File: config.mk
export PLATFORM = sky130hd
export DESIGN_NAME = lccv_scan
export DESIGN_NICKNAME = d
export VERILOG_FILES = /design/src/design/lccv_pkg.sv /design/src/design/lccv_scan.sv
export SDC_FILE = /design/constraint.sdc
export NUM_CORES = 1
export LEC_CHECK = 0
export ABC_AREA = 1
export BUFFER_PORTS_ARGS = -buffer_cell sky130_fd_sc_hd__buf_2
export CORE_AREA = 4 4 125 127
export DETAILED_ROUTE_END_ITERATION = 10
export DIE_AREA = 0 0 129 131
export PLACE_DENSITY = 0.54
export SLEW_MARGIN = 30
export SYNTH_ARGS = -nofsm -noshare
export SYNTH_HDL_FRONTEND = slang
export SYNTH_SLANG_ARGS = --single-unit
File: constraint.sdc
create_clock -name clk -period 5.6 [get_ports clk]
set_clock_uncertainty 0.05 [all_clocks]
set_input_delay 0.28 -clock clk [delete_from_list [all_inputs] [get_ports clk]]
set_output_delay 0.28 -clock clk [all_outputs]
set_load 0.01 [all_outputs]
File: src/design/lccv_pkg.sv
`default_nettype none
package lccv_pkg;

  // Cache geometry
  localparam int CACHE_ENTRIES = 128;
  localparam int IDX_W  = $clog2(CACHE_ENTRIES);
  localparam int FILL_W = $clog2(CACHE_ENTRIES + 1);

  // Field widths
  localparam int FUNC_W    = 2;
  localparam int ID_W      = 10;
  localparam int TIME_W    = 32;
  localparam int VAL_W     = 32;
  localparam int CNT_W     = 16;
  localparam int OUT_IDX_W = 7;

  localparam logic [CNT_W-1:0] CNT_MAX = '1;

  // Command codes
  localparam logic [FUNC_W-1:0] FN_LOOKUP  = 2'd0;
  localparam logic [FUNC_W-1:0] FN_CONFIRM = 2'd1;
  localparam logic [FUNC_W-1:0] FN_DATA    = 2'd2;

  // Scan unit modes
  typedef enum logic {
    SM_MATCH,
    SM_OLDEST
  } scan_mode_t;

  typedef struct packed {
    logic              start;
    scan_mode_t        mode;
    logic [FILL_W-1:0] limit;
    logic [TIME_W-1:0] key;
  } scan_ctl_t;

  typedef struct packed {
    logic             done;
    logic             found;
    logic [IDX_W-1:0] idx;
  } scan_sts_t;

endpackage
`default_nettype wire

File: src/design/lccv_scan.sv
`default_nettype none
// Entry scanner: steps one entry per cycle through the tag / use-time read port
// with a single comparator. Match mode stops at the first tag hit; oldest mode
// tracks the smallest nonzero use time below the key.
module lccv_scan (
  input  wire logic                          clk,
  input  wire logic                          rst,
  input  wire lccv_pkg::scan_ctl_t           ctl,
  input  wire logic [lccv_pkg::ID_W-1:0]     tag_rdata,
  input  wire logic [lccv_pkg::TIME_W-1:0]   use_rdata,
  output logic      [lccv_pkg::IDX_W-1:0]    addr,
  output lccv_pkg::scan_sts_t                sts
);

  logic                            running;
  logic [lccv_pkg::FILL_W-1:0]     cnt;
  logic [lccv_pkg::FILL_W-1:0]     limit;
  logic                            cmp_vld;
  logic [lccv_pkg::IDX_W-1:0]      cmp_idx;
  lccv_pkg::scan_mode_t            mode;
  logic [lccv_pkg::TIME_W-1:0]     key;
  logic [lccv_pkg::TIME_W-1:0]     best;
  logic [lccv_pkg::IDX_W-1:0]      best_idx;
  logic                            found;
  logic                            done;

  logic [lccv_pkg::TIME_W-1:0]     cmp_a;
  logic [lccv_pkg::TIME_W-1:0]     cmp_b;
  logic                            take;

  // Shared comparator
  always_comb begin
    if (mode == lccv_pkg::SM_MATCH) begin
      cmp_a = lccv_pkg::TIME_W'(tag_rdata);
      cmp_b = key;
      take  = (cmp_a == cmp_b);
    end else begin
      cmp_a = use_rdata;
      cmp_b = best;
      take  = (cmp_a < cmp_b) && (use_rdata != '0);
    end
  end

  assign addr = cnt[lccv_pkg::IDX_W-1:0];
  assign sts  = '{done: done, found: found, idx: best_idx};

  // Address issue, compare stage and result tracking
  always_ff @(posedge clk) begin
    if (rst) begin
      running <= 1'b0;
      cmp_vld <= 1'b0;
      found   <= 1'b0;
      done    <= 1'b0;
    end else begin
      done <= 1'b0;
      if (ctl.start) begin
        running  <= 1'b1;
        cnt      <= '0;
        limit    <= ctl.limit;
        mode     <= ctl.mode;
        key      <= ctl.key;
        best     <= ctl.key;
        best_idx <= '0;
        found    <= 1'b0;
        cmp_vld  <= 1'b0;
      end else if (running) begin
        if (cnt != limit) begin
          cmp_vld <= 1'b1;
          cmp_idx <= cnt[lccv_pkg::IDX_W-1:0];
          cnt     <= cnt + lccv_pkg::FILL_W'(1);
        end else begin
          cmp_vld <= 1'b0;
        end
        if (cmp_vld && take) begin
          best_idx <= cmp_idx;
          best     <= use_rdata;
          if (mode == lccv_pkg::SM_MATCH) begin
            found   <= 1'b1;
            running <= 1'b0;
            done    <= 1'b1;
            cmp_vld <= 1'b0;
          end
        end else if (!cmp_vld && cnt == limit) begin
          running <= 1'b0;
          done    <= 1'b1;
        end
      end
    end
  end

endmodule
`default_nettype wire

==> results of run 1 <==
logic make-up (layout without fill, tap and decap cells):
| kind of cell | after synthesis | in the layout | share of synthesized area, % |
|---|---|---|---|
| compound gates | 51 | 51 | 5.34 |
| xor+xnor | 12 | 12 | 2.10 |
| fa+ha+maj | 32 | 32 | 7.98 |
| buf+inv | 100 | 201 | 8.18 |
| flops | 99 | 99 | 58.5 |
| simple gates | 220 | 220 | 17.9 |
layout by cell type, fill, tap and decap left out:
| cell type | Yosys | final |
|---|---|---|
| sky130_fd_sc_hd__nand2_4 | 0 | 1 |
| sky130_fd_sc_hd__and2_1 | 1 | 1 |
| sky130_fd_sc_hd__nand3b_1 | 1 | 1 |
| sky130_fd_sc_hd__or2_2 | 3 | 3 |
| sky130_fd_sc_hd__clkinv_2 | 0 | 2 |
| sky130_fd_sc_hd__dfxtp_1 | 4 | 4 |
| sky130_fd_sc_hd__o21ai_0 | 26 | 26 |
| sky130_fd_sc_hd__nor2_1 | 49 | 48 |
| sky130_fd_sc_hd__clkinv_1 | 0 | 1 |
| sky130_fd_sc_hd__bufinv_16 | 0 | 1 |
| sky130_fd_sc_hd__xnor2_1 | 7 | 7 |
| sky130_fd_sc_hd__a21boi_0 | 1 | 1 |
| sky130_fd_sc_hd__nand2_2 | 1 | 1 |
| sky130_fd_sc_hd__nand2b_1 | 1 | 1 |
| sky130_fd_sc_hd__ha_1 | 32 | 32 |
| sky130_fd_sc_hd__nor3_1 | 13 | 13 |
| sky130_fd_sc_hd__o21a_1 | 2 | 2 |
| sky130_fd_sc_hd__a21oi_2 | 1 | 1 |
| sky130_fd_sc_hd__o22ai_1 | 1 | 1 |
| sky130_fd_sc_hd__clkinv_4 | 0 | 2 |
| sky130_fd_sc_hd__nand3_1 | 9 | 9 |
| sky130_fd_sc_hd__nor2_4 | 1 | 2 |
| sky130_fd_sc_hd__buf_2 | 1 | 101 |
| sky130_fd_sc_hd__inv_1 | 82 | 82 |
| sky130_fd_sc_hd__edfxtp_1 | 95 | 95 |
| sky130_fd_sc_hd__a21oi_1 | 20 | 20 |
| sky130_fd_sc_hd__clkbuf_16 | 0 | 9 |
| sky130_fd_sc_hd__xor2_1 | 5 | 5 |
| sky130_fd_sc_hd__or3_4 | 1 | 1 |
| sky130_fd_sc_hd__buf_4 | 9 | 2 |
| sky130_fd_sc_hd__clkinvlp_4 | 0 | 1 |
| sky130_fd_sc_hd__nand4_1 | 5 | 5 |
| sky130_fd_sc_hd__nand2_1 | 135 | 134 |
sequential cells by signal, summed over array words and instances, names as in the netlist:
signal    flops
best         32
best_idx      7
cmp_idx       7
cmp_vld       1
cnt           8
done          1
found         1
key          32
limit         8
mode          1
running       1
through the flow:
| stage | setup WS (ps) | area, um^2 | total power [mW] |
|---|---|---|---|
| floorplan | 1630 | 5020 | 1.01 |
| global placement | 2700 | 5670 | 1.09 |
| detailed placement | 2660 | 5670 | 1.09 |
| CTS | 2910 | 5970 | 1.72 |
| global route | 2900 | 5970 | 1.78 |
| finish | 3250 | 5970 | 1.69 |
power by group through the flow:
stage | clock, mW | sequential, mW | combinational (mW)
after global placement | 0 | 0.900 | 0.188
after floorplan | 0 | 0.897 | 0.116
after CTS | 0.639 | 0.885 | 0.193
final | 0.618 | 0.884 | 0.190
after detailed placement | 0 | 0.902 | 0.192
after global routing | 0.665 | 0.889 | 0.221
final cells by class:
type	count	area, um^2
fillers	1467	8450
flip-flops and latches	99	2930
multi-input cells	315	1690
repair buffers	103	520
inverters	82	308
well taps	184	230
clock buffers	9	225
clock inverters	7	68.8
critical path: cells and delay by family (launching register included):
family                     cells  cell delay (ps)
and+or+nand+nor               10             1100
DFF                            1              380
AOI/OAI and AO/OA              1              130
buffers and inverters          1               70
adders and majority gates      1              240
synth_stat cells (all sizes together), types with 2 or more instances:
library cell	instances	share of area, %
nand4	5	0.62
nand2	136	10
nor3	13	1.3
dfxtp	4	1.6
o21a	2	0.30
ha	32	8.0
xor2	5	0.87
nand3	9	0.90
nor2	50	3.9
clkbuf	8	0.60
inv	82	6.1
xnor2	7	1.2
o21ai	26	2.6
edfxtp	95	57
or2	3	0.37
a21oi	21	2.2
buf	10	1.4
path summary, 6_finish.rpt:
check | endpoint | slack (ps) | depth (start not counted)
worst max-delay path | best[1]$_DFFE_PP_ | 3250 | 13
worst min-delay path | limit[3]$_DFFE_PP_ | 50 | 1
worst min register to register | found$_SDFFE_PN0P_ | 440 | 2
worst max register to register | best[1]$_DFFE_PP_ | 3250 | 13
metal layers:
layer,vias to the layer above,global-route usage [%],part of all wire (%)
met1,1698,17.4,45
met5,-,0,0
met3,9,4.43,5.4
li1,1859,-,-
met4,0,4.63,1.1
met2,69,24.6,49
==> results by stage, run 1 <==
Setup path:
- Traced cell by cell, the critical path runs through inv_1 -> ha_1 -> a21oi_1 -> nor2_1 -> nor3_1 -> nand2_1 -> nand2_1 -> nand2_1 -> nand2_1 -> nand2_1 -> nand2_1 -> nand2_1 -> nand2_4.
- The largest driver fanout on the critical path is 39.
- In this design, the stage delay of the slowest critical-path cell is 440 ps.
- The cell type of the slowest stage on the worst timing path is sky130_fd_sc_hd__nand2_4.
- The endpoint required time on the critical path is 5540 ps.
- The startpoint of the most critical register-to-register path is best[5]$_DFFE_PP_.
- Counting stages on the worst path, the most repeated cell is sky130_fd_sc_hd__nand2_1.
- The critical path startpoint category is a flip-flop.
- STA puts the critical path data arrival time at 2290 ps.
- The endpoint kind of the worst setup timing path is a flip-flop.
- The launching instance or port of the critical path is best[5]$_DFFE_PP_.
- The critical setup path kind is flip-flop to flip-flop.

Synth:
- The most common flop cell mapped by yosys is sky130_fd_sc_hd__edfxtp_1.
- The synthesized netlist contains 27 unique library cells.
- The portion of the post-synthesis area used by sequential elements is 58.5%.
- The number of instances in the synthesized netlist is 514.
- The number of storage elements in the synthesis netlist is 99.
- In the synthesized netlist the async set-or-reset flop fraction comes to 0%.
- The post-synthesis instance area is 5020 um^2.
- For this run, the number of Yosys warnings is 0.
- The number of nets handed over by synthesis was 632.
- In this run, synthesis inferred 95 flip-flops with an integrated enable.
- In this run the mean area of a mapped cell was 9.76 um^2.

Job:
- The number of maximum-capacitance violations is 0.

Floorplanning:
- The row count is 44.
- The floorplan step set the die height to 131 um.
- The die is 129 um wide.
- The top-level I/O count is 102.
- The floorplan die area is 16900 um^2.
- The total area inside the core boundary comes to 14400 um^2.
- The initial core utilization is 34.8%.

Cells and area:
- Of the cells placed in the final design, the portion with a size suffix greater than 1 is 20.7%.
- The number of nets at the end of the flow is 728.
- The post-synthesis to final-layout area growth is 19.1%.
- Once layout is complete, the utilization of the core stands at 41.4%.
- The post-route non-filler standard cell count is 799.
- The antenna cell count is 0.

Placement:
- Including well taps, the total number of placed cells is 783.
- The wire-length estimate of the detail-placed layout is 8680 um.
- The count of buffers added on input and output ports is 101.
- Routability-driven placement finished with a final weighted congestion of 0.762.

Timing:
- Setup repair after global routing left no endpoint under its margin.
- The maximum clock frequency is 426 MHz.
- The number of hold violations in the final report is 0.
- The final worst-path cycle share is 41.9%.
- Setup violations remaining at the end of the flow were counted as 0.
- In this run the tightest slew margin relative to its limit is 47.2%.
- For the pin with the worst max-slew slack, the measured transition is 791 ps.
- The minimum clock period is 2350 ps.
- Hold is met by 47.6 ps.
- The final max-slew violation count was 0.
- Adding up every negative setup slack in the final design gives 0 ps.

Power and ir drop:
- In this run the static leakage power is 2.71 nW.
- The sequential power share is 52.2%.
- The clock network is responsible for 36.5% of the overall power.
- The worst-case vdd ir drop is 0.125 mV.
- In this run switching power makes up 24.1% of total power.
- Summed over all nets, the switching power comes to 0.408 mW.
- The internal power contribution is 1.28 mW.
- The share of total power in combinational logic is 11.2%.
- For this design the ratio of total power to cell area is 283 nW/um^2.

Clocking:
- For the worst-skew pair, the clock arrives at the later sink with an insertion delay of 360 ps.
- The number of H-tree levels is 3.
- The post-CTS setup buffer count is 0.
- The number of buffers inserted during clock tree synthesis is 9.
- The maximum clock path buffer count is 2.
- The number of buffers added to fix hold violations after cts is 0.
- The total number of clock tree sinks is 99.
- The number of gates given a new drive strength after cts is 0.
- The TritonCTS clock tree is done.
- After clock tree synthesis, the clock-pin slew on the worst setup and hold paths is 70 ps.
- The clock tree root driver cell is sky130_fd_sc_hd__clkbuf_16.

Routing:
- The final route contains 3635 vias.
- The sum of routed wire length over all layers is 11400 um.
- In this run, the number of DRC markers left after iteration 0 of detailed routing was 249.
- The remaining number of nets flagged by the antenna check after routing is 0.
- Dividing the detail-routed via count by the number of cells gives 4.55.
- The first detailed-routing pass ran for 4 iterations.
- The detailed-route DRC error count is 0.
- The wire length per cell is 14.3 um.

Global route:
- Entering global routing, the biggest net connects 63 pins.
- The total routing resource utilization after global routing is 14.4%.
- The number of global-route vias before repair came to 3750.
- The total overflow left after global routing is 0.
- The first global-routing pass estimated 18400 um of wire.
- The initial antenna violation count is 0.

Worst hold path:
- The startpoint identified for the worst hold timing path is ctl[35].
- The class of the tightest hold or removal check is input port to flip-flop.

Outcome:
- The flow ran to the end, and the final reports show no timing, DRC or antenna violations.
(Power assumes the default switching activity.)
==> inputs of run 2 (changes only) <==
ABC_AREA = 0   (was 1)
CORE_AREA = 4 4 123 125   (was 4 4 125 127)
DIE_AREA = 0 0 127 129   (was 0 0 129 131)
PLACE_DENSITY = 0.57   (was 0.54)
clock period = 2 ns   (was 5.6 ns; I/O delays follow)
==> run 2 against run 1 <==
Compared with the run above: the flow now finishes with violations (negative setup slack); critical endpoint is now best[16]$_DFFE_PP_; synthesized cell count shrank 33%; clock power grew to 2.7 times the previous value; non-clock buffer count grew 96; worst hold slack lost 9.5 ps; global-route usage grew 0.70 points; worst setup slack lost 3500 ps; count of clock-buffer cells in the layout grew 2; register-to-register slack lost 3500 ps; critical path depth shrank 4; utilization grew 7.5 points.
==> results by stage, run 2 <==
Outcome:
- Run status: finished, violations left (was finished clean).
- The final reports fail on negative setup slack.

Synth:
- The net count of the mapped netlist is 462 (was 632).
- The leading cell type by number of instances after synthesis is sky130_fd_sc_hd__edfxtp_1 (was sky130_fd_sc_hd__nand2_1).
- The count of distinct cell types in the synthesized netlist was 37 (was 27).
- Top area cells in the synthesized netlist: sky130_fd_sc_hd__edfxtp_1, sky130_fd_sc_hd__ha_1, sky130_fd_sc_hd__mux2_2, sky130_fd_sc_hd__xnor2_1, sky130_fd_sc_hd__inv_1 (was sky130_fd_sc_hd__edfxtp_1, sky130_fd_sc_hd__nand2_1, sky130_fd_sc_hd__ha_1, sky130_fd_sc_hd__inv_1, sky130_fd_sc_hd__nor2_1).
- The number of instances in the synthesized netlist is 344 (was 514).
- The leading area contributor after synthesis is sky130_fd_sc_hd__edfxtp_1 (unchanged).
- The most common flop cell mapped by yosys was sky130_fd_sc_hd__edfxtp_1 (unchanged).
- The share of synthesized registers carrying an async set or reset is 0% (unchanged).
- The mean instance size in the synthesized netlist is 14.0 um^2 (was 9.76 um^2).
- The fraction of post-synthesis cell area in the top cell type by area is 59.1% (was 56.9%).
- The portion of the post-synthesis area used by sequential elements is 60.7% (was 58.5%).
- The post-synthesis instance area is 4830 um^2 (was 5020 um^2).
- The number of warnings issued by yosys is 0 (unchanged).
- Most used standard cells in the synthesized netlist: sky130_fd_sc_hd__edfxtp_1, sky130_fd_sc_hd__inv_1, sky130_fd_sc_hd__ha_1, sky130_fd_sc_hd__mux2_2, sky130_fd_sc_hd__xnor2_1 (was sky130_fd_sc_hd__nand2_1, sky130_fd_sc_hd__edfxtp_1, sky130_fd_sc_hd__inv_1).
- The number of storage elements in the synthesis netlist is 99 (unchanged).
- The number of enable flip-flop cells after synthesis is 95 (unchanged).

Setup path:
- The arrival time reported for the critical path endpoint came to 2320 ps (was 2290 ps).
- The endpoint of the lowest-slack register-to-register path was best[16]$_DFFE_PP_ (was best[1]$_DFFE_PP_).
- The cell type of the slowest stage on the worst timing path is sky130_fd_sc_hd__o32a_1 (was sky130_fd_sc_hd__nand2_4).
- The endpoint required time on the critical path came to 2060 ps (was 5540 ps).
- Cells traversed along the worst timing path: inv_1 -> ha_1 -> and4_4 -> nand3_1 -> o32a_1 -> a31oi_4 -> o32ai_4 -> buf_4 -> buf_6 (was inv_1 -> ha_1 -> a21oi_1 -> nor2_1 -> nor3_1 -> nand2_1 -> nand2_1 -> nand2_1 -> nand2_1 -> nand2_1 -> nand2_1 -> nand2_1 -> nand2_4).
- The critical setup path kind is flip-flop to flip-flop (unchanged).
- The critical path startpoint category is a flip-flop (unchanged).
- The cell depth of the worst flop-to-flop path was 9 (was 13).
- The highest cell delay on the worst timing path was 380 ps (was 440 ps).
- The endpoint kind of the worst setup timing path is a flip-flop (unchanged).
- The startpoint of the most critical register-to-register path is best[14]$_DFFE_PP_ (was best[5]$_DFFE_PP_).
- The largest driver fanout on the critical path is 6 (was 39).
- The reg2reg setup slack is -260 ps (was 3250 ps).

Clocking:
- The number of buffers inserted during clock tree synthesis is 9 (unchanged).
- The number of H-tree levels came to 3 (unchanged).
- The clock insertion delay at the later pin of the skew report came to 350 ps (was 360 ps).
- The maximum clock path buffer count is 2 (unchanged).
- The TritonCTS clock tree was done (unchanged).
- The post-CTS clock slew at the launch and capture registers of the worst setup and hold paths is 60 ps (was 70 ps).
- The total number of clock tree sinks was 99 (unchanged).
- The clock tree root driver cell is sky130_fd_sc_hd__clkbuf_16 (unchanged).

Timing:
- Setup repair after global routing missed its margin: yes (was no).
- The number of hold violations in the final report is 0 (unchanged).
- The slew at the pin closest to its max-slew limit is 535 ps (was 791 ps).
- The maximum clock frequency is 443 MHz (was 426 MHz).
- The final-layout setup total negative slack came to -9480 ps (was 0 ps).
- The relative max-transition margin is 64.2% (was 47.2%).
- The total of endpoints with negative setup slack in the final report is 39 (was 0).
- The final max-slew violation count was 0 (unchanged).
- The final worst slack is -258 ps (was 3250 ps).
- The final worst-path cycle share is 113% (was 41.9%).
- The minimum clock period is 2260 ps (was 2350 ps).

Floorplanning:
- The die height is 129 um (was 131 um).
- The top-level I/O count was 102 (unchanged).
- The floorplan die area was 16400 um^2 (was 16900 um^2).
- The initial core utilization is 34.8% (about the same).
- The standard cell core area came to 13900 um^2 (was 14400 um^2).
- The horizontal extent of the die is 127 um (was 129 um).
- The row count is 43 (was 44).

Worst hold path:
- The class of the tightest hold or removal check is input port to flip-flop (unchanged).
- The worst hold path depth is 3 (was 1).
- The startpoint of the most critical hold path is rst (was ctl[35]).
- The sink of the worst hold path was cmp_vld$_SDFFE_PN0P_ (was limit[3]$_DFFE_PP_).

Placement:
- The HPWL reported at the end of detailed placement is 8610 um (was 8680 um).
- The pre-CTS setup slack came to -513 ps (was 2660 ps).
- The post-place instance area was 5930 um^2 (was 5670 um^2).
- The weighted congestion reported at the end of routability-driven placement was 0.807 (was 0.762).
- The count of port buffers added during placement is 101 (unchanged).

Routing:
- The sum of routed wire length over all layers is 11700 um (was 11400 um).
- The detailed-routing iteration count for the pre-antenna-repair pass is 4 (unchanged).
- The total number of vias was 3325 (was 3635).
- The detailed-route DRC error count is 0 (unchanged).
- The wire length per cell is 16.1 um (was 14.3 um).
- The post-detailed-route via-to-cell ratio is 4.60 (was 4.55).
- The remaining number of nets flagged by the antenna check after routing is 0 (unchanged).
- The number of DRC markers in iteration 0 is 78 (was 249).

Power and ir drop:
- The worst-case vdd ir drop was 0.375 mV (was 0.125 mV).
- The leakage power figure is 2.75 nW (was 2.71 nW).
- The total power is 4.85 mW (was 1.69 mW).
- The total power density per cell area is 714 nW/um^2 (was 283 nW/um^2).

Cells and area:
- The post-synthesis to final-layout area growth is 40.7% (was 19.1%).
- The leading cell type in the layout, fill and taps excluded was sky130_fd_sc_hd__buf_2 (was sky130_fd_sc_hd__nand2_1).
- The antenna cell count is 0 (unchanged).
- The final design instance area without fill came to 6790 um^2 (was 5970 um^2).
- The share of post-route cells with drive strength above 1 is 42.7% (was 20.7%).
- The number of fill cells in the layout was 1257 (was 1467).
- The number of nets at the end of the flow is 657 (was 728).
- Biggest regs: best (32), key (32) (unchanged).
- Commonest cells after routing, fill and taps aside: sky130_fd_sc_hd__buf_2, sky130_fd_sc_hd__edfxtp_1, sky130_fd_sc_hd__buf_4 (was sky130_fd_sc_hd__nand2_1, sky130_fd_sc_hd__buf_2, sky130_fd_sc_hd__edfxtp_1).

Global route:
- The global routing met3 resource utilization is 3.86% (was 4.43%).
- The initial antenna violation count is 0 (unchanged).
- The first-pass GRT wire length is 18700 um (was 18400 um).
- The total routing resource utilization after global routing is 15.1% (was 14.4%).
- The pin count of the biggest net entering global routing is 53 (was 63).
- The routing usage on met2 is 25.2% (was 24.6%).
- The remaining global-route overflow is 0 (unchanged).
- The number of global-route vias before repair is 3586 (was 3750).
- The busiest metal layer after global routing is met2 (unchanged).
- The met1 track utilization from global routing is 19.2% (was 17.4%).

Job:
- The number of maximum-capacitance violations is 0 (unchanged).
==> run 2: changes by cell type after synthesis, sizes merged, moves of 8 or more <==
cell / before / now
nand2: 136 / 8
inv: 82 / 35
xnor2: 7 / 20
nor4: 0 / 14
nor2: 50 / 9
nor3: 13 / 4
mux2: 0 / 32
nor2b: 0 / 8
o21ai: 26 / 6
==> run 2: timing repair <==
item,4_1_cts,5_1_grt
buffers inserted,3,2
endpoints found under the hold margin,41,0
resized for setup,17,11
cloned,1,1
pin swaps,11,2
hold buffers,41,0
endpoints found under the setup margin,43,43
==> run 2: cells by family after synthesis <==
group,Yosys count,synth area share [%]
DFF,99,60.7
and+or+nand+nor,75,10.1
buffers and inverters,50,4.66
AOI/OAI and AO/OA,32,4.46
muxes,32,7.46
adders and majority gates,32,8.29
xor gates and xnor gates,24,4.35
==> run 2: area by class of cell <==
cell class / count / area (um^2) / share of cell area, %
flip-flops and latches: 99 / 2930 / 43.2
multi-input cells: 195 / 1840 / 27.1
repair buffers: 199 / 1390 / 20.4
clock buffers: 11 / 233 / 3.43
well taps: 180 / 225 / 3.31
inverters: 35 / 131 / 1.93
clock inverters: 4 / 42.5 / 0.626
==> run 2: worst max-delay path by stage <==
| stage | start | endpoint | slack, ps | cells after the start |
|---|---|---|---|---|
| finish | best[14]$_DFFE_PP_ | best[16]$_DFFE_PP_ | -260 | 9 |
| detailed placement | key[15]$_DFFE_PP_ | best_idx[1]$_SDFFCE_PP0P_ | -510 | 6 |
| CTS | key[30]$_DFFE_PP_ | best[14]$_DFFE_PP_ | -250 | 7 |
| global placement | key[15]$_DFFE_PP_ | best_idx[2]$_SDFFCE_PP0P_ | -520 | 6 |
| floorplan | best[1]$_DFFE_PP_ | best[0]$_DFFE_PP_ | -690 | 6 |
| global route | key[30]$_DFFE_PP_ | best[29]$_DFFE_PP_ | -350 | 7 |
==> run 2: worst max-delay path: cells and delay by family (launching register included) <==
kind	cells	cell delay, ps
fa+ha+maj	1	300
compound gates	3	670
flops	1	320
buf+inv	3	340
simple gates	2	340
==> run 2: where the power goes <==
| group | total [mW] | internal (mW) | leakage, nW | switching [mW] |
|---|---|---|---|---|
| logic | 0.724 | 0.395 | 1.69 | 0.329 |
| clock network | 1.65 | 0.953 | 0.134 | 0.702 |
| registers | 2.47 | 2.42 | 0.930 | 0.0545 |
| total | 4.85 | 3.77 | 2.75 | 1.09 |
==> run 2: layer usage <==
metal | part of all wire (%) | wire, um
met3 | 4.9 | 570
met5 | 0 | 0
met4 | 1.6 | 185
met2 | 49 | 5690
met1 | 45 | 5210
==> run 2: metrics by stage <==
stage / util (%) / cells / hold WS [ps]
floorplan: - / 344 / 121
global placement: 42.7 / 663 / 228
detailed placement: 42.7 / 663 / 228
CTS: 48.6 / 723 / 24.3
global route: 48.9 / 723 / 41.5
finish: 48.9 / 723 / 38.0
==> inputs of run 3 (changes only) <==
HOLD_SLACK_MARGIN = 0.1   (was default)
==> run 3 against run 2 <==
Compared with the run above: the flow still finishes with violations (negative setup slack); worst setup slack worse by 7.6 ps; combinational power up 1%; global-route usage about the same.
==> results by stage, run 3 (synthesis results as in run 2) <==
Cells and area:
- The combined flip-flop and latch cell area is 2930 um^2 (unchanged).
- The number of fill cells in the layout is 1255 (was 1257).
- The post-route non-filler standard cell count was 728 (was 723).
- The core occupancy in the finished layout is 49.3% (was 48.9%).
- Commonest cells after routing, fill and taps aside: sky130_fd_sc_hd__buf_2, sky130_fd_sc_hd__edfxtp_1, sky130_fd_sc_hd__buf_4 (unchanged).
- The post-synthesis to final-layout area growth is 41.7% (was 40.7%).
- Biggest regs: best (32), key (32) (unchanged).
- The leading cell type in the layout, fill and taps excluded is sky130_fd_sc_hd__buf_2 (unchanged).
- The antenna cell count is 0 (unchanged).
- The area taken by multi-input logic gates is 1840 um^2 (unchanged).
- The final design instance area without fill is 6840 um^2 (was 6790 um^2).
- The share of post-route cells with drive strength above 1 is 42.3% (was 42.7%).
- The number of nets at the end of the flow was 662 (was 657).

Clocking:
- The clock tree root driver cell is sky130_fd_sc_hd__clkbuf_16 (unchanged).
- The clock insertion delay at the later pin of the skew report is 340 ps (was 350 ps).
- The number of buffers inserted during clock tree synthesis was 9 (unchanged).
- The post-CTS clock slew at the launch and capture registers of the worst setup and hold paths is 60 ps (about the same).
- The total number of clock tree sinks is 99 (unchanged).
- The maximum clock path buffer count is 2 (unchanged).
- The TritonCTS clock tree is done (unchanged).
- The number of H-tree levels is 3 (unchanged).

Timing:
- The maximum clock frequency is 441 MHz (was 443 MHz).
- The final worst slack is -265 ps (was -258 ps).
- The final worst-path cycle share is 113% (about the same).
- The final max-slew violation count is 0 (unchanged).
- The final-layout setup total negative slack is -9710 ps (was -9480 ps).
- The total of endpoints with negative setup slack in the final report came to 39 (unchanged).
- The slew at the pin closest to its max-slew limit was 535 ps (about the same).
- The relative max-transition margin was 64.2% (about the same).
- The post-route worst hold slack is 125 ps (was 38.0 ps).
- The minimum clock period is 2270 ps (was 2260 ps).
- Setup repair after global routing missed its margin: yes (unchanged).
- The number of hold violations in the final report is 0 (unchanged).

Outcome:
- Run status: finished, violations left (unchanged).
- Violations in the final reports: negative setup slack (unchanged).

Setup path:
- The cell type of the slowest stage on the worst timing path is sky130_fd_sc_hd__o32a_1 (unchanged).
- The highest cell delay on the worst timing path is 380 ps (about the same).
- The arrival time reported for the critical path endpoint is 2330 ps (was 2320 ps).
- The critical setup path kind is flip-flop to flip-flop (unchanged).
- The cell depth of the worst flop-to-flop path was 9 (unchanged).
- The critical path startpoint category is a flip-flop (unchanged).
- The largest driver fanout on the critical path came to 6 (unchanged).
- Cells traversed along the worst timing path: inv_1 -> ha_1 -> and4_4 -> nand3_1 -> o32a_1 -> a31oi_4 -> o32ai_4 -> buf_4 -> buf_6 (unchanged).
- The endpoint kind of the worst setup timing path is a flip-flop (unchanged).
- The endpoint required time on the critical path is 2060 ps (about the same).

Global route:
- The initial antenna violation count came to 0 (unchanged).
- The total routing resource utilization after global routing came to 15.1% (about the same).
- The pin count of the biggest net entering global routing is 53 (unchanged).
- The number of global-route vias before repair is 3601 (was 3586).
- The first-pass GRT wire length is 18800 um (was 18700 um).
- The remaining global-route overflow came to 0 (unchanged).

Worst hold path:
- The class of the tightest hold or removal check is input port to flip-flop (unchanged).
- The worst hold path depth is 3 (unchanged).

Routing:
- The detailed-routing iteration count for the pre-antenna-repair pass was 4 (unchanged).
- The detailed-route DRC error count is 0 (unchanged).
- The post-detailed-route via-to-cell ratio is 4.62 (was 4.60).
- The sum of routed wire length over all layers is 11700 um (about the same).
- The remaining number of nets flagged by the antenna check after routing is 0 (unchanged).
- The total number of vias is 3363 (was 3325).
- The wire length per cell is 16.0 um (was 16.1 um).
- The number of DRC markers in iteration 0 is 68 (was 78).

Placement:
- The pre-CTS setup slack was -513 ps (unchanged).
- The weighted congestion reported at the end of routability-driven placement is 0.807 (unchanged).
- The placed cell count was 663 (unchanged).
- The count of port buffers added during placement is 101 (unchanged).
- The post-place instance area is 5930 um^2 (unchanged).
- The HPWL reported at the end of detailed placement is 8610 um (unchanged).

Job:
- The number of maximum-capacitance violations is 0 (unchanged).

Power and ir drop:
- The total power is 4.86 mW (was 4.85 mW).
- The total power density per cell area is 710 nW/um^2 (was 714 nW/um^2).
- The worst-case vdd ir drop is 0.374 mV (was 0.375 mV).
- The leakage power figure is 2.78 nW (was 2.75 nW).

Floorplanning:
- The standard cell core area is 13900 um^2 (unchanged).
- The horizontal extent of the die is 127 um (unchanged).
- The row count was 43 (unchanged).
- The die height is 129 um (unchanged).
- The initial core utilization was 34.8% (unchanged).
- The floorplan die area came to 16400 um^2 (unchanged).
- The top-level I/O count is 102 (unchanged).
==> run 3: changes by cell type in the layout (fill, tap and decap cells not counted) <==
cell,change
sky130_fd_sc_hd__dlygate4sd3_1,+5
==> run 3: layout make-up <==
| cell class | instances | share of cell area, % |
|---|---|---|
| clock inverters | 4 | 0.622 |
| clock buffers | 11 | 3.40 |
| inverters | 35 | 1.92 |
| repair buffers | 204 | 21.0 |
| well taps | 180 | 3.29 |
| flip-flops and latches | 99 | 42.9 |
| multi-input cells | 195 | 26.9 |
==> run 3: report_power, final <==
group          switching, mW  internal (mW)  total (mW)
Sequential            0.0545           2.42        2.47
Combinational          0.331          0.402       0.732
Clock                  0.702          0.953        1.66
==> run 3: metal layers <==
metal | share of wire, % | wire (um) | global-route usage (%) | vias up
li1 | - | - | - | 1676
met1 | 45 | 5280 | 19.3 | 1604
met2 | 49 | 5690 | 25.2 | 72
met3 | 4.5 | 520 | 3.74 | 11
met4 | 1.6 | 185 | 5.17 | 0
met5 | 0 | 0 | 0 | -
==> run 3: timing repair <==
action	in CTS	in global routing
setup endpoints to repair	43	43
hold buffers	46	0
gates resized for setup	17	11
buffers inserted	3	2
pin swaps	11	2
endpoints found under the hold margin	75	0
cloned	1	1
==> run 3: path summary, 6_finish.rpt <==
path	from	end	slack, ps
setup reg to reg	best[14]$_DFFE_PP_	best[16]$_DFFE_PP_	-270
hold reg to reg	found$_SDFFE_PN0P_	found$_SDFFE_PN0P_	470
setup / recovery	best[14]$_DFFE_PP_	best[16]$_DFFE_PP_	-270
hold / removal	use_rdata[9]	best[9]$_DFFE_PP_	130
==> run 3: worst max-delay path: cells and delay by family, from the launching register on <==
family	cells	cell delay (ps)
fa+ha+maj	1	300
buf+inv	3	340
compound gates	3	670
simple gates	2	340
flops	1	320
